[src/rtl/dws_pkg.sv]
`timescale 1ns / 1ps
// Shared constants and types for the diagonal wipe sequencer.
// No dependencies; the front end, back end and top level refer to names here by dws_pkg:: scope.
package dws_pkg;

  // Default coordinate width of the pixel map
  localparam int COORD_BITS_DEF = 10;

  // Configuration port geometry
  localparam int CFG_ADDR_W = 2;
  localparam int CFG_DATA_W = 16;

  // Fixed field widths
  localparam int HOLD_W  = 16;
  localparam int INDEX_W = 8;
  localparam int CORNER_W = 2;

  // Register reset values
  localparam logic [HOLD_W-1:0]  HOLD_FRAMES_RST = 16'd20;
  localparam logic [INDEX_W-1:0] INDEX_STEP_RST  = 8'd16;

  // Output bus: palette index, then swept flag, padded to whole bytes
  localparam int OUT_DATA_W = 16;

  // Register indexes on the configuration port
  typedef enum logic [CFG_ADDR_W-1:0] {
    REG_EXTENT_X    = 2'd0,
    REG_EXTENT_Y    = 2'd1,
    REG_HOLD_FRAMES = 2'd2,
    REG_INDEX_STEP  = 2'd3
  } cfg_reg_t;

  // Item kinds carried on tuser
  localparam logic ACTION_QUERY = 1'b0;
  localparam logic ACTION_TICK  = 1'b1;

  // Start corners
  typedef enum logic [CORNER_W-1:0] {
    CORNER_BOTTOM_LEFT  = 2'd0,
    CORNER_TOP_RIGHT    = 2'd1,
    CORNER_BOTTOM_RIGHT = 2'd2,
    CORNER_TOP_LEFT     = 2'd3
  } corner_t;

endpackage

[src/rtl/dws_front.sv]
`timescale 1ns / 1ps
// Front end: configuration registers, wipe sequencing state and item classification.
// Depends on dws_pkg. Feeds query entries to the queue; ticks are consumed here.
module dws_front #(
  parameter int COORD_BITS = dws_pkg::COORD_BITS_DEF,
  parameter int IN_DATA_W  = 24,
  parameter int ENTRY_W    = 3 * COORD_BITS + 20
) (
  input  logic                            clk,
  input  logic                            rst_n,
  input  logic                            cfg_we,
  input  logic [dws_pkg::CFG_ADDR_W-1:0]  cfg_addr,
  input  logic [dws_pkg::CFG_DATA_W-1:0]  cfg_data,
  input  logic                            in_tvalid,
  output logic                            in_tready,
  input  logic [IN_DATA_W-1:0]            in_tdata,
  input  logic                            in_tuser,
  output logic                            push_valid,
  output logic [ENTRY_W-1:0]              push_data,
  input  logic                            q_full,
  output logic [COORD_BITS-1:0]           extent_x,
  output logic [COORD_BITS-1:0]           extent_y
);

  localparam int LEVEL_W = COORD_BITS + 2;

  // Configuration registers
  logic [COORD_BITS-1:0]           ext_x_r, ext_y_r;
  logic [dws_pkg::HOLD_W-1:0]      hold_frames_r;
  logic [dws_pkg::INDEX_W-1:0]     step_r;

  // Wipe state
  logic                            running_r, running_nxt;
  logic [LEVEL_W-1:0]              level_r, level_nxt, eff_level;
  logic [LEVEL_W-1:0]              limit_r, limit_nxt, eff_limit, new_limit;
  logic [dws_pkg::HOLD_W-1:0]      hold_r, hold_nxt, eff_hold;
  logic [dws_pkg::CORNER_W-1:0]    corner_r, corner_nxt, eff_corner;
  logic [dws_pkg::INDEX_W-1:0]     from_r, from_nxt, eff_from;
  logic [dws_pkg::INDEX_W-1:0]     to_r, to_nxt, eff_to;

  logic                            accept;
  logic [COORD_BITS-1:0]           in_x, in_y;
  logic [dws_pkg::CORNER_W-1:0]    in_corner;

  assign in_tready = !q_full;
  assign accept    = in_tvalid && in_tready;
  assign in_x      = in_tdata[COORD_BITS-1:0];
  assign in_y      = in_tdata[2*COORD_BITS-1:COORD_BITS];
  assign in_corner = in_tdata[2*COORD_BITS+dws_pkg::CORNER_W-1:2*COORD_BITS];
  assign new_limit = {2'b00, ext_x_r} + {2'b00, ext_y_r};
  assign extent_x  = ext_x_r;
  assign extent_y  = ext_y_r;

  // Write configuration registers
  always_ff @(posedge clk) begin
    if (!rst_n) begin
      ext_x_r       <= '0;
      ext_y_r       <= '0;
      hold_frames_r <= dws_pkg::HOLD_FRAMES_RST;
      step_r        <= dws_pkg::INDEX_STEP_RST;
    end else if (cfg_we) begin
      case (dws_pkg::cfg_reg_t'(cfg_addr))
        dws_pkg::REG_EXTENT_X:    ext_x_r       <= cfg_data[COORD_BITS-1:0];
        dws_pkg::REG_EXTENT_Y:    ext_y_r       <= cfg_data[COORD_BITS-1:0];
        dws_pkg::REG_HOLD_FRAMES: hold_frames_r <= cfg_data[dws_pkg::HOLD_W-1:0];
        dws_pkg::REG_INDEX_STEP:  step_r        <= cfg_data[dws_pkg::INDEX_W-1:0];
        default: ;
      endcase
    end
  end

  // Start the first wipe on the first item, whatever its kind
  always_comb begin
    eff_level  = level_r;
    eff_limit  = limit_r;
    eff_hold   = hold_r;
    eff_corner = corner_r;
    eff_from   = from_r;
    eff_to     = to_r;
    if (!running_r) begin
      eff_level  = '0;
      eff_limit  = new_limit;
      eff_hold   = '0;
      eff_corner = in_corner;
      eff_from   = to_r;
      eff_to     = to_r + step_r;
    end
  end

  // Advance sweep, count hold frames, or start the next wipe on a tick
  always_comb begin
    running_nxt = running_r;
    level_nxt   = level_r;
    limit_nxt   = limit_r;
    hold_nxt    = hold_r;
    corner_nxt  = corner_r;
    from_nxt    = from_r;
    to_nxt      = to_r;
    if (accept) begin
      running_nxt = 1'b1;
      level_nxt   = eff_level;
      limit_nxt   = eff_limit;
      hold_nxt    = eff_hold;
      corner_nxt  = eff_corner;
      from_nxt    = eff_from;
      to_nxt      = eff_to;
      if (in_tuser == dws_pkg::ACTION_TICK) begin
        if (eff_level < eff_limit) begin
          level_nxt = eff_level + 1'b1;
        end else if (eff_hold < hold_frames_r) begin
          hold_nxt = eff_hold + 1'b1;
        end else begin
          level_nxt  = '0;
          limit_nxt  = new_limit;
          hold_nxt   = '0;
          corner_nxt = in_corner;
          from_nxt   = eff_to;
          to_nxt     = eff_to + step_r;
        end
      end
    end
  end

  always_ff @(posedge clk) begin
    if (!rst_n) begin
      running_r <= 1'b0;
      level_r   <= '0;
      limit_r   <= '0;
      hold_r    <= '0;
      corner_r  <= '0;
      from_r    <= '0;
      to_r      <= '0;
    end else begin
      running_r <= running_nxt;
      level_r   <= level_nxt;
      limit_r   <= limit_nxt;
      hold_r    <= hold_nxt;
      corner_r  <= corner_nxt;
      from_r    <= from_nxt;
      to_r      <= to_nxt;
    end
  end

  // Queue a query with the wipe state it sees
  assign push_valid = accept && (in_tuser == dws_pkg::ACTION_QUERY);
  assign push_data  = {eff_to, eff_from, eff_level, eff_corner, in_y, in_x};

  // Checks
  a_level_within_limit: assert property (@(posedge clk) disable iff (!rst_n)
    level_r <= limit_r)
    else $error("sweep level passed the sweep limit");

  a_running_stays: assert property (@(posedge clk) disable iff (!rst_n)
    running_r |=> running_r)
    else $error("running flag dropped without reset");

  a_no_push_when_full: assert property (@(posedge clk) disable iff (!rst_n)
    q_full |-> !push_valid)
    else $error("query pushed into a full queue");

endmodule

[src/rtl/dws_queue.sv]
`timescale 1ns / 1ps
// Two-entry queue between the front end and the back end.
// Depends on nothing but its width parameter.
module dws_queue #(
  parameter int ENTRY_W = 50
) (
  input  logic               clk,
  input  logic               rst_n,
  input  logic               push_valid,
  input  logic [ENTRY_W-1:0] push_data,
  output logic               full,
  output logic               pop_valid,
  input  logic               pop_ready,
  output logic [ENTRY_W-1:0] pop_data
);

  logic [ENTRY_W-1:0] slot_r [2];
  logic               wr_ptr_r, wr_ptr_nxt;
  logic               rd_ptr_r, rd_ptr_nxt;
  logic [1:0]         count_r, count_nxt;
  logic               do_pop;

  assign full      = (count_r == 2'd2);
  assign pop_valid = (count_r != 2'd0);
  assign do_pop    = pop_valid && pop_ready;
  assign pop_data  = slot_r[rd_ptr_r];

  // Store a pushed entry
  always_ff @(posedge clk) begin
    if (push_valid) begin
      slot_r[wr_ptr_r] <= push_data;
    end
  end

  // Advance pointers and occupancy
  always_comb begin
    wr_ptr_nxt = wr_ptr_r ^ push_valid;
    rd_ptr_nxt = rd_ptr_r ^ do_pop;
    count_nxt  = count_r + {1'b0, push_valid} - {1'b0, do_pop};
  end

  always_ff @(posedge clk) begin
    if (!rst_n) begin
      wr_ptr_r <= 1'b0;
      rd_ptr_r <= 1'b0;
      count_r  <= 2'd0;
    end else begin
      wr_ptr_r <= wr_ptr_nxt;
      rd_ptr_r <= rd_ptr_nxt;
      count_r  <= count_nxt;
    end
  end

  // Checks
  a_count_bound: assert property (@(posedge clk) disable iff (!rst_n)
    count_r != 2'd3)
    else $error("queue occupancy out of range");

  a_ptrs_match_count: assert property (@(posedge clk) disable iff (!rst_n)
    (count_r == 2'd0 || count_r == 2'd2) |-> (wr_ptr_r == rd_ptr_r))
    else $error("queue pointers disagree with occupancy");

  a_count_step: assert property (@(posedge clk) disable iff (!rst_n)
    (push_valid && !do_pop) |=> (count_r == $past(count_r) + 2'd1))
    else $error("queue occupancy failed to rise on push");

endmodule

[src/rtl/dws_back.sv]
`timescale 1ns / 1ps
// Back end: diagonal distance, sweep compare and the registered result stage.
// Depends on dws_pkg; takes query entries from the queue.
module dws_back #(
  parameter int COORD_BITS = dws_pkg::COORD_BITS_DEF,
  parameter int ENTRY_W    = 3 * COORD_BITS + 20
) (
  input  logic                              clk,
  input  logic                              rst_n,
  input  logic [COORD_BITS-1:0]             extent_x,
  input  logic [COORD_BITS-1:0]             extent_y,
  input  logic                              q_valid,
  output logic                              q_ready,
  input  logic [ENTRY_W-1:0]                q_data,
  output logic                              out_tvalid,
  input  logic                              out_tready,
  output logic [dws_pkg::OUT_DATA_W-1:0]    out_tdata
);

  localparam int LEVEL_W = COORD_BITS + 2;
  localparam int DIST_W  = COORD_BITS + 3;

  logic [COORD_BITS-1:0]          e_x, e_y;
  logic [dws_pkg::CORNER_W-1:0]   e_corner;
  logic [LEVEL_W-1:0]             e_level;
  logic [dws_pkg::INDEX_W-1:0]    e_from, e_to;

  logic signed [DIST_W-1:0]       px, py, ew, eh, term_x, term_y, diag_sum, lvl;
  logic                           in_sweep;
  logic                           take;

  logic                           valid_r, valid_nxt;
  logic [dws_pkg::INDEX_W-1:0]    index_r;
  logic                           swept_r;

  assign {e_to, e_from, e_level, e_corner, e_y, e_x} = q_data;

  // Signed diagonal distance from the start corner
  always_comb begin
    px = signed'({3'b000, e_x});
    py = signed'({3'b000, e_y});
    ew = signed'({3'b000, extent_x});
    eh = signed'({3'b000, extent_y});
    case (dws_pkg::corner_t'(e_corner))
      dws_pkg::CORNER_BOTTOM_LEFT: begin
        term_x = px;
        term_y = py;
      end
      dws_pkg::CORNER_TOP_RIGHT: begin
        term_x = ew - px;
        term_y = eh - py;
      end
      dws_pkg::CORNER_BOTTOM_RIGHT: begin
        term_x = ew - px;
        term_y = py;
      end
      default: begin
        term_x = px;
        term_y = eh - py;
      end
    endcase
    diag_sum = term_x + term_y;
    lvl      = signed'({1'b0, e_level});
    in_sweep = (diag_sum <= lvl);
  end

  // Take a new entry whenever the result register is free or being drained
  assign q_ready = !valid_r || out_tready;
  assign take    = q_valid && q_ready;

  always_comb begin
    valid_nxt = valid_r;
    if (take) begin
      valid_nxt = 1'b1;
    end else if (out_tready) begin
      valid_nxt = 1'b0;
    end
  end

  always_ff @(posedge clk) begin
    if (!rst_n) begin
      valid_r <= 1'b0;
    end else begin
      valid_r <= valid_nxt;
    end
  end

  // Hold the result payload until transferred
  always_ff @(posedge clk) begin
    if (take) begin
      index_r <= in_sweep ? e_to : e_from;
      swept_r <= in_sweep;
    end
  end

  assign out_tvalid = valid_r;
  assign out_tdata  = {{(dws_pkg::OUT_DATA_W - dws_pkg::INDEX_W - 1){1'b0}}, swept_r, index_r};

  // Checks
  a_stall_holds_payload: assert property (@(posedge clk) disable iff (!rst_n)
    (valid_r && !out_tready) |=> (valid_r && $stable(index_r) && $stable(swept_r)))
    else $error("result changed while stalled");

  a_no_take_when_stalled: assert property (@(posedge clk) disable iff (!rst_n)
    (valid_r && !out_tready) |-> !take)
    else $error("entry taken over a pending result");

  a_take_sets_valid: assert property (@(posedge clk) disable iff (!rst_n)
    take |=> valid_r)
    else $error("taken entry produced no result");

endmodule

[src/rtl/diagonal_wipe_sequencer_core.sv]
`timescale 1ns / 1ps
// Diagonal wipe sequencer, top level.
// Depends on dws_pkg, dws_front, dws_queue and dws_back.
//
// Usage:
//   Input stream (in_*): one item per transfer. in_tuser selects a pixel query
//   or an end-of-frame tick; in_tdata carries the pixel coordinates and the
//   corner to use should a new wipe start with this item.
//   Result stream (out_*): one result per pixel query, none per tick, in order.
//   Configuration (cfg_*): write extents, hold length and index step while idle.
// Timing:
//   A query accepted on the input is written into the queue, then taken into the
//   result register of the back end, which drives out_tvalid. One item per cycle
//   is sustained while out_tready stays high; the front end registers the wipe
//   state update and the back end registers the result of the distance compare.
//   Ticks leave no trace on the result stream.
// Reset (rst_n low, synchronous) clears the wipe state, empties the queue and
// restores the register defaults. When the receiver stalls, the result is held,
// queries collect in the two-entry queue, and in_tready drops once it is full.
module diagonal_wipe_sequencer_core #(
  parameter int COORD_BITS = dws_pkg::COORD_BITS_DEF
) (
  input  logic                               clk,
  input  logic                               rst_n,
  // Configuration write port
  input  logic                               cfg_we,
  input  logic [dws_pkg::CFG_ADDR_W-1:0]     cfg_addr,
  input  logic [dws_pkg::CFG_DATA_W-1:0]     cfg_data,
  // Input stream
  input  logic                               in_tvalid,
  output logic                               in_tready,
  // tdata: pixel_x, pixel_y, corner_pick, zero padding
  input  logic [((2*COORD_BITS+2+7)/8)*8-1:0] in_tdata,
  // tuser: action
  input  logic                               in_tuser,
  // Result stream
  output logic                               out_tvalid,
  input  logic                               out_tready,
  // tdata: palette_index[7:0], swept, zero padding
  output logic [dws_pkg::OUT_DATA_W-1:0]     out_tdata
);

  localparam int IN_DATA_W = ((2 * COORD_BITS + 2 + 7) / 8) * 8;
  localparam int ENTRY_W   = 3 * COORD_BITS + 20;

  logic                  push_valid;
  logic [ENTRY_W-1:0]    push_data;
  logic                  q_full;
  logic                  q_valid, q_ready;
  logic [ENTRY_W-1:0]    q_data;
  logic [COORD_BITS-1:0] extent_x, extent_y;

  dws_front #(
    .COORD_BITS (COORD_BITS),
    .IN_DATA_W  (IN_DATA_W),
    .ENTRY_W    (ENTRY_W)
  ) u_front (
    .clk        (clk),
    .rst_n      (rst_n),
    .cfg_we     (cfg_we),
    .cfg_addr   (cfg_addr),
    .cfg_data   (cfg_data),
    .in_tvalid  (in_tvalid),
    .in_tready  (in_tready),
    .in_tdata   (in_tdata),
    .in_tuser   (in_tuser),
    .push_valid (push_valid),
    .push_data  (push_data),
    .q_full     (q_full),
    .extent_x   (extent_x),
    .extent_y   (extent_y)
  );

  dws_queue #(
    .ENTRY_W (ENTRY_W)
  ) u_queue (
    .clk        (clk),
    .rst_n      (rst_n),
    .push_valid (push_valid),
    .push_data  (push_data),
    .full       (q_full),
    .pop_valid  (q_valid),
    .pop_ready  (q_ready),
    .pop_data   (q_data)
  );

  dws_back #(
    .COORD_BITS (COORD_BITS),
    .ENTRY_W    (ENTRY_W)
  ) u_back (
    .clk        (clk),
    .rst_n      (rst_n),
    .extent_x   (extent_x),
    .extent_y   (extent_y),
    .q_valid    (q_valid),
    .q_ready    (q_ready),
    .q_data     (q_data),
    .out_tvalid (out_tvalid),
    .out_tready (out_tready),
    .out_tdata  (out_tdata)
  );

endmodule
[config.mk]
export PLATFORM = sky130hd
export DESIGN_NAME = diagonal_wipe_sequencer_core
export DESIGN_NICKNAME = d
export VERILOG_FILES = /design/src/rtl/dws_pkg.sv /design/src/rtl/dws_front.sv /design/src/rtl/dws_queue.sv /design/src/rtl/dws_back.sv /design/src/rtl/diagonal_wipe_sequencer_core.sv
export SDC_FILE = /design/constraint.sdc
export NUM_CORES = 1
export LEC_CHECK = 0
export BUFFER_PORTS_ARGS = -buffer_cell sky130_fd_sc_hd__clkbuf_2
export CORE_MARGIN = 3
export CORE_UTILIZATION = 35
export CTS_BUF_LIST = sky130_fd_sc_hd__clkbuf_4
export CTS_CLUSTER_DIAMETER = 120
export DETAILED_ROUTE_END_ITERATION = 16
export GPL_ROUTABILITY_DRIVEN = 0
export SYNTH_ARGS = -nofsm -noshare
export SYNTH_HDL_FRONTEND = slang
export SYNTH_SLANG_ARGS = --single-unit
[constraint.sdc]
create_clock -name clk -period 6.9 [get_ports clk]
set_input_delay 1.035 -clock clk [delete_from_list [all_inputs] [get_ports clk]]
set_output_delay 1.035 -clock clk [all_outputs]
set_load 0.02 [all_outputs]
======== Word-level counts from Yosys, hierarchy flattened ========
Memory sizes are Yosys's and may differ from the RTL's. A register that Yosys moved wholly into a read port is not among the register bits.
Index checks and enable logic that the tools add are counted.
Widths: inputs -> output; s select.
word-level totals
  bits in registers ....................... 117
  bits in writable memories ............... 100
  input bits .............................. 48
  output and inout port bits .............. 18
  word-level logic and storage cells ...... 88
  memories kept ........................... 1
cells by class
  add/sub/neg operators ................... 10
  order comparisons ....................... 3
  equality and inequality tests ........... 6
  multiplexer cells ....................... 32
  bitwise logic cells ..................... 3
  reductions and logical operators ........ 16
memories
  memory          words  bits a word  read ports  clocked after Yosys merged registers in  wr ports  RTL line         source
  u_queue.slot_r  2      50           1           1                                        1         dws_queue.sv:17  logic [ENTRY_W-1:0] slot_r [2];
operators with widths
  cell                   number
  $mux 12                8
  $mux 8                 9
  $mux 16                4
  $mux 13                2
  $sub 10x10->11         2
  $add 16x1->16 const B  1
  $add 8x8->8            2
  $lt 16x16->1           1
  $add 13x13->13         1
  $le 13x13->1           1
  $add 12x1->12 const B  1
  $lt 12x12->1           1
  $add 10x10->11         1
  $eq 2x2->1 const B     4
  $mux 2                 4
  $reduce_and 2->1       4
  $mux 1                 5
  $eq 2x1->1 const B     2
  $logic_not 2->1        2
  $reduce_bool 2->1      2
  $reduce_or 2->1        2
  $logic_and 1x1->1      3
  $add 2x1->2            1
  $logic_not 1->1        2
  other kinds (4)        5

======== Logic depth before layout (Yosys ltp) ========
  word-level depth ........................ 6
  mapped depth ............................ 27
  mapped depth without buffers ............ 24

======== Modules after synthesis ========
Synthesis repeated with hierarchy kept, for this count alone.
unflattened totals
  cell total of the unflattened synthesis .. 1,388
  area total of the unflattened synthesis .. 13,526.7 µm²
by module, submodules not included
  module     instances  cells each  area each (µm²)  seq. area each (µm²)
  dws_front  1          883         6,849.1          2,062.0
  dws_queue  1          179         4,119.0          3,103.0
  dws_back   1          326         2,558.7          290.3

======== Least setup slack after synthesis ========
Ideal clock, no wire load.
  kind .................................... register to register
  start point ............................. reg with a tool-made name
  end point ............................... reg u_back.index_r[0] (netlist bit), data pin
  setup time .............................. 0.272 ns
  arrival time ............................ 5.511 ns
  data required time ...................... 6.628 ns
  setup slack ............................. 1.117 ns
  cell stages (with the launch flop) ...... 27
  path buffers ............................ 3
  clock period less this slack ............ 5.783 ns
  path through ............................ dfxtp_1 -> clkbuf_1 -> clkbuf_1 -> mux2_2 -> ha_1 -> fa_1 -> nor2b_1 -> o21ai_0 -> a21boi_0 -> o21ai_0 -> nand2b_1 -> xnor2_1 -> mux2i_1 -> ha_1 -> nor3_1 -> o211ai_1 -> a31o_2 -> a21o_1 -> a21oi_1 -> xnor2_1 -> ha_1 -> nand3_1 -> or4_1 -> nand2_1 -> a311o_1 -> buf_2 -> mux4_2
RTL lines
  what                  RTL line        source
  end signal, assigned  dws_back.sv:91  index_r <= in_sweep ? e_to : e_from;
  end, declared         dws_back.sv:33  logic [dws_pkg::INDEX_W-1:0] index_r;

==> metrics.md <==
| Metric | Value |
|---|---|
| Ports | `66` |
| Reg2reg end | `u_back.index_r[6]` |
| Largest area contributor in the netlist | `sky130_fd_sc_hd__edfxtp_1` |
| Final routed wire length divided by cell count | `17.1 um` |
| Yosys warning count | `0` |
| Overall die area | `38000 um2` |
| Crit-path max cell delay | `0.55 ns` |
| Max-capacitance violation count | `0` |
| Number of antenna violations at the first check in global routing | `1` |
| TritonCTS Sinks | `218` |
| Vias | `a little under 10000` |
| Arr. time, crit path | `~6.5 ns` |
| H-Tree Depth | `2` |
| Startpoint type of the worst setup path | `flip-flop` |
| Number of slew-limit violations in the final report | `0` |
| Worst-margin pin slew | `between 1 and 1.5 ns` |
| Number of unique standard cell types used by synthesis | `slightly below 80` |
| Detail Route met3 WL | `1470 um` |
| Count of nets left with antenna violations after detail routing | `0` |
| Global route total overflow | `0` |
| Initial cell density of the core | `35.8%` |
| Die X-Extent | `195 um` |
| Placeable Area | `34900 um2` |
| Slowest CP cell | `sky130_fd_sc_hd__dfxtp_2` |
| Number of global-route vias before repair | `9590` |
| Post-synthesis share of cell area spent on and, or, nand and nor gates | `around 15%` |
| Hold-fix buffer count after cts | `0` |
| Main combinational cell family by area after synthesis | `compound AO/OA/AOI/OAI gates` |
| Sort of element at the end of the critical path | `flip-flop` |
| Input/output buffers | `56` |
| Cell with the most instances after synthesis | `sky130_fd_sc_hd__nand2_1` |
| Maximum number of pins on one net before global-route repair | `71` |
| Final-stage net count | `1486` |
| Area share of the largest cell type after synthesis | `between 20% and 30%` |
| End point of the most critical hold path | `u_front.limit_r[11]` |
| Post-Syn Area | `12500 um2` |
| Post-route clock period utilization | `about nine tenths` |
| Synthesis-to-layout area growth | `11.8%` |
| Post-CTS setup buffer count | `0` |
| Global-route wire length before repair | `50400 um` |
| Root cell of the clock tree | `sky130_fd_sc_hd__clkbuf_4` |
| Run status | `finished, final reports clean` |
| Power per Cell Area | `325 nW/um2` |
| Required time of the critical path | `approximately 7.3 ns` |
| Type of the setup path with the least slack | `flip-flop to flip-flop` |
| Number of fill cells in the layout | `3490` |
| Max Buffers Root-to-Sink | `3` |
| Cells along the critical path | `mux2_2 -> ha_1 -> fa_1 -> nor2b_1 -> o21ai_0 -> a21boi_0 -> o21ai_0 -> nand2b_1 -> xnor2_1 -> mux2i_1 -> ha_1 -> nor3_1 -> o211ai_1 -> a31o_2 -> a21o_1 -> a21oi_1 -> xnor2_1 -> ha_1 -> nand3_1 -> or4_1 -> nand2_1 -> a311o_1 -> mux4_2` |
| Worst Hold Class | `flip-flop to flip-flop` |
| Total length of routed met2 wires | `14700 um` |
| Slew margin rel. | `20.7%` |
| Total Routing Usage GR | `16.3%` |
| Routed wire length | `about 31000 um` |
| Final number of setup-violating endpoints | `0` |
| Share of post-route cells with drive strength above 1 | `15.7%` |
| Fraction of the mapped netlist area in compound gates | `15.0%` |
| Register bit count reported by yosys | `roughly 220` |
| FF-to-FF path depth | `23` |
| Total negative slack for setup checks | `0 ns` |
| Highest net fanout along the worst path | `11` |
| Startpoint of the lowest-slack hold path | `u_front.limit_r[11]` |
| Share of synthesized cell area in full adder, half adder and majority cells | `between 10 and 15%` |
| Setup repair after global routing missed its margin | `false` |
| Worst-case register-to-register setup slack | `around 0.83 ns` |
| Worst Hold Depth | `2` |
| Highest metal layer used by the detailed router | `met4` |
| Fin Clk Skew | `0.0677 ns` |
| Worst Hold Margin | `0.434 ns` |
| HPWL after DPL | `22400 um` |
| Vertical die dimension | `195 um` |
| Routed vias/inst | `5.24` |
| Post-synth EDFFs | `109` |
| Detailed Routing Iterations Pass 1 | `5` |
| DRC Markers | `0` |
| Met1 wire length | `14700 um` |
| Post-Syn Area per Cell | `9.92 um2` |
| Static Leakage | `5.55 nW` |
| Commonest cells in the netlist | `sky130_fd_sc_hd__nand2_1 (114), sky130_fd_sc_hd__dfxtp_1 (109), sky130_fd_sc_hd__edfxtp_1 (109)` |
| Post-synth top flop | `sky130_fd_sc_hd__edfxtp_1` |
| Sequential share of the synthesized area | `between 40 and 50%` |
| Clock input transition at the sequential cells of the worst setup and hold paths | `0.06 ns` |
| Initial detailed-routing violation count | `roughly 530` |
| Shortest period the worst path allows | `6.07 ns` |
| Number of resized instances in the post-cts repair step | `0` |
| CTS tree | `yes` |
| Final count of hold timing violations | `0` |
| Clock latency reported for the late side of the worst-skew pair | `0.70 ns` |
| Maximum resistive drop on vdd | `210 uV` |
| Proportion of synthesized area in mux cells | `8.68%` |
| Share of flip-flops with an asynchronous set or reset | `0%` |
| Instance count of the mapped netlist | `1259` |
| Maximum clock frequency | `165 MHz` |
| Synth area leaders | `sky130_fd_sc_hd__edfxtp_1 (26%), sky130_fd_sc_hd__dfxtp_1 (17%), sky130_fd_sc_hd__ha_1 (9.9%)` |
| Critical Path Most Common Cell | `sky130_fd_sc_hd__ha_1` |
| Number of placement rows | `68` |
| Number of buffers inserted during clock tree synthesis | `60` |
| XOR/XNOR Fraction of Synth Area | `2.81%` |
[cell families after synthesis]
kind of cell,Yosys count
XOR/XNOR,40
other,1
flip-flops,218
multiplexers,96
buffers and inverters,119
AO/OA/AOI/OAI,292
AND/OR/NAND/NOR,388
adder cells (fa/ha/maj),105
[report_power, final]
group / internal, mW / total, mW / switching (mW)
clock: 0.613 / 1.15 / 0.541
sequential: 1.51 / 1.57 / 0.0611
combinational: 0.757 / 1.81 / 1.05
[worst max-delay path by stage]
stage	end	cells past startpoint	slack (ns)
2_1_floorplan	u_back.index_r[0]	26	1.12
6_report	u_back.index_r[6]	23	0.83
3_3_place_gp	u_back.index_r[3]	23	0.84
3_5_place_dp	u_back.index_r[3]	23	0.78
5_1_grt	u_back.index_r[5]	23	0.52
4_1_cts	u_back.index_r[3]	23	0.75
[stage by stage]
| step | instances | cell area, um2 | setup WS (ns) | total power, mW | utilization (%) |
|---|---|---|---|---|---|
| 6_report | 1838 | 14000 | 0.827 | 4.53 | 40.0 |
| 5_1_grt | 1838 | 14000 | 0.515 | 4.89 | 40.0 |
| 4_1_cts | 1837 | 14000 | 0.746 | 4.61 | 40.0 |
| 3_5_place_dp | 1726 | 13200 | 0.781 | 3.43 | 37.8 |
| 3_3_place_gp | 1726 | 13200 | 0.839 | 3.38 | 37.8 |
| 2_1_floorplan | 1265 | 12500 | 1.12 | 2.96 | - |
[per-layer routing]
layer  global-route usage [%]  vias to the layer above
met2                     27.3                      193
met3                     2.81                       35
li1                         -                     4810
met4                     4.57                        0
met5                        0                        -
met1                     21.8                     4585
[area by class of cell]
| cell class | count | area (um2) | area share [%] |
|---|---|---|---|
| multi-input cells | 928 | 6560 | 47.0 |
| repair buffers | 70 | 385 | 2.76 |
| inverters | 55 | 206 | 1.48 |
| well taps | 455 | 569 | 4.08 |
| diodes | 1 | 2.50 | 0.0179 |
| clock buffers | 93 | 698 | 5.00 |
| flip-flops and latches | 218 | 5460 | 39.1 |
| clock inverters | 18 | 76.3 | 0.547 |
[registers in the layout, indices dropped and copies added (netlist names), named ones only]
register,count
u_back.index_r,8
u_back.out_tvalid,1
u_back.swept_r,1
u_front.corner_r,2
u_front.extent_x,10
u_front.extent_y,10
u_front.from_r,8
u_front.hold_frames_r,16
u_front.hold_r,16
u_front.level_r,12
u_front.limit_r,12
u_front.running_r,1
u_front.step_r,8
u_front.to_r,8
u_queue.count_r,2
u_queue.rd_ptr_r,1
u_queue.slot_r,100
u_queue.wr_ptr_r,1
[cells in the final DEF, fill, tap and decap left out, drive strengths merged, types with 14 or more instances in the layout]
master | synthesis | layout
nand3 | 41 | 41
edfxtp | 109 | 109
dfxtp | 109 | 109
a21oi | 101 | 101
nor2 | 97 | 97
o21ai | 67 | 67
nand2 | 116 | 116
xnor2 | 32 | 32
inv | 54 | 56
and2 | 31 | 31
nor3 | 32 | 32
a21o | 19 | 19
clkinv | 1 | 17
clkbuf | 36 | 149
mux2 | 18 | 18
mux2i | 70 | 70
ha | 99 | 99
buf | 28 | 14
[critical path, delay by kind of cell, from the launching register on]
family	cells	cell delay (ns)
flops	1	0.55
mux	3	0.89
fa+ha+maj	4	1.19
xor+xnor	2	0.23
simple gates	6	1.09
compound gates	8	1.84
No activity file was read; power rests on OpenSTA's default activity.
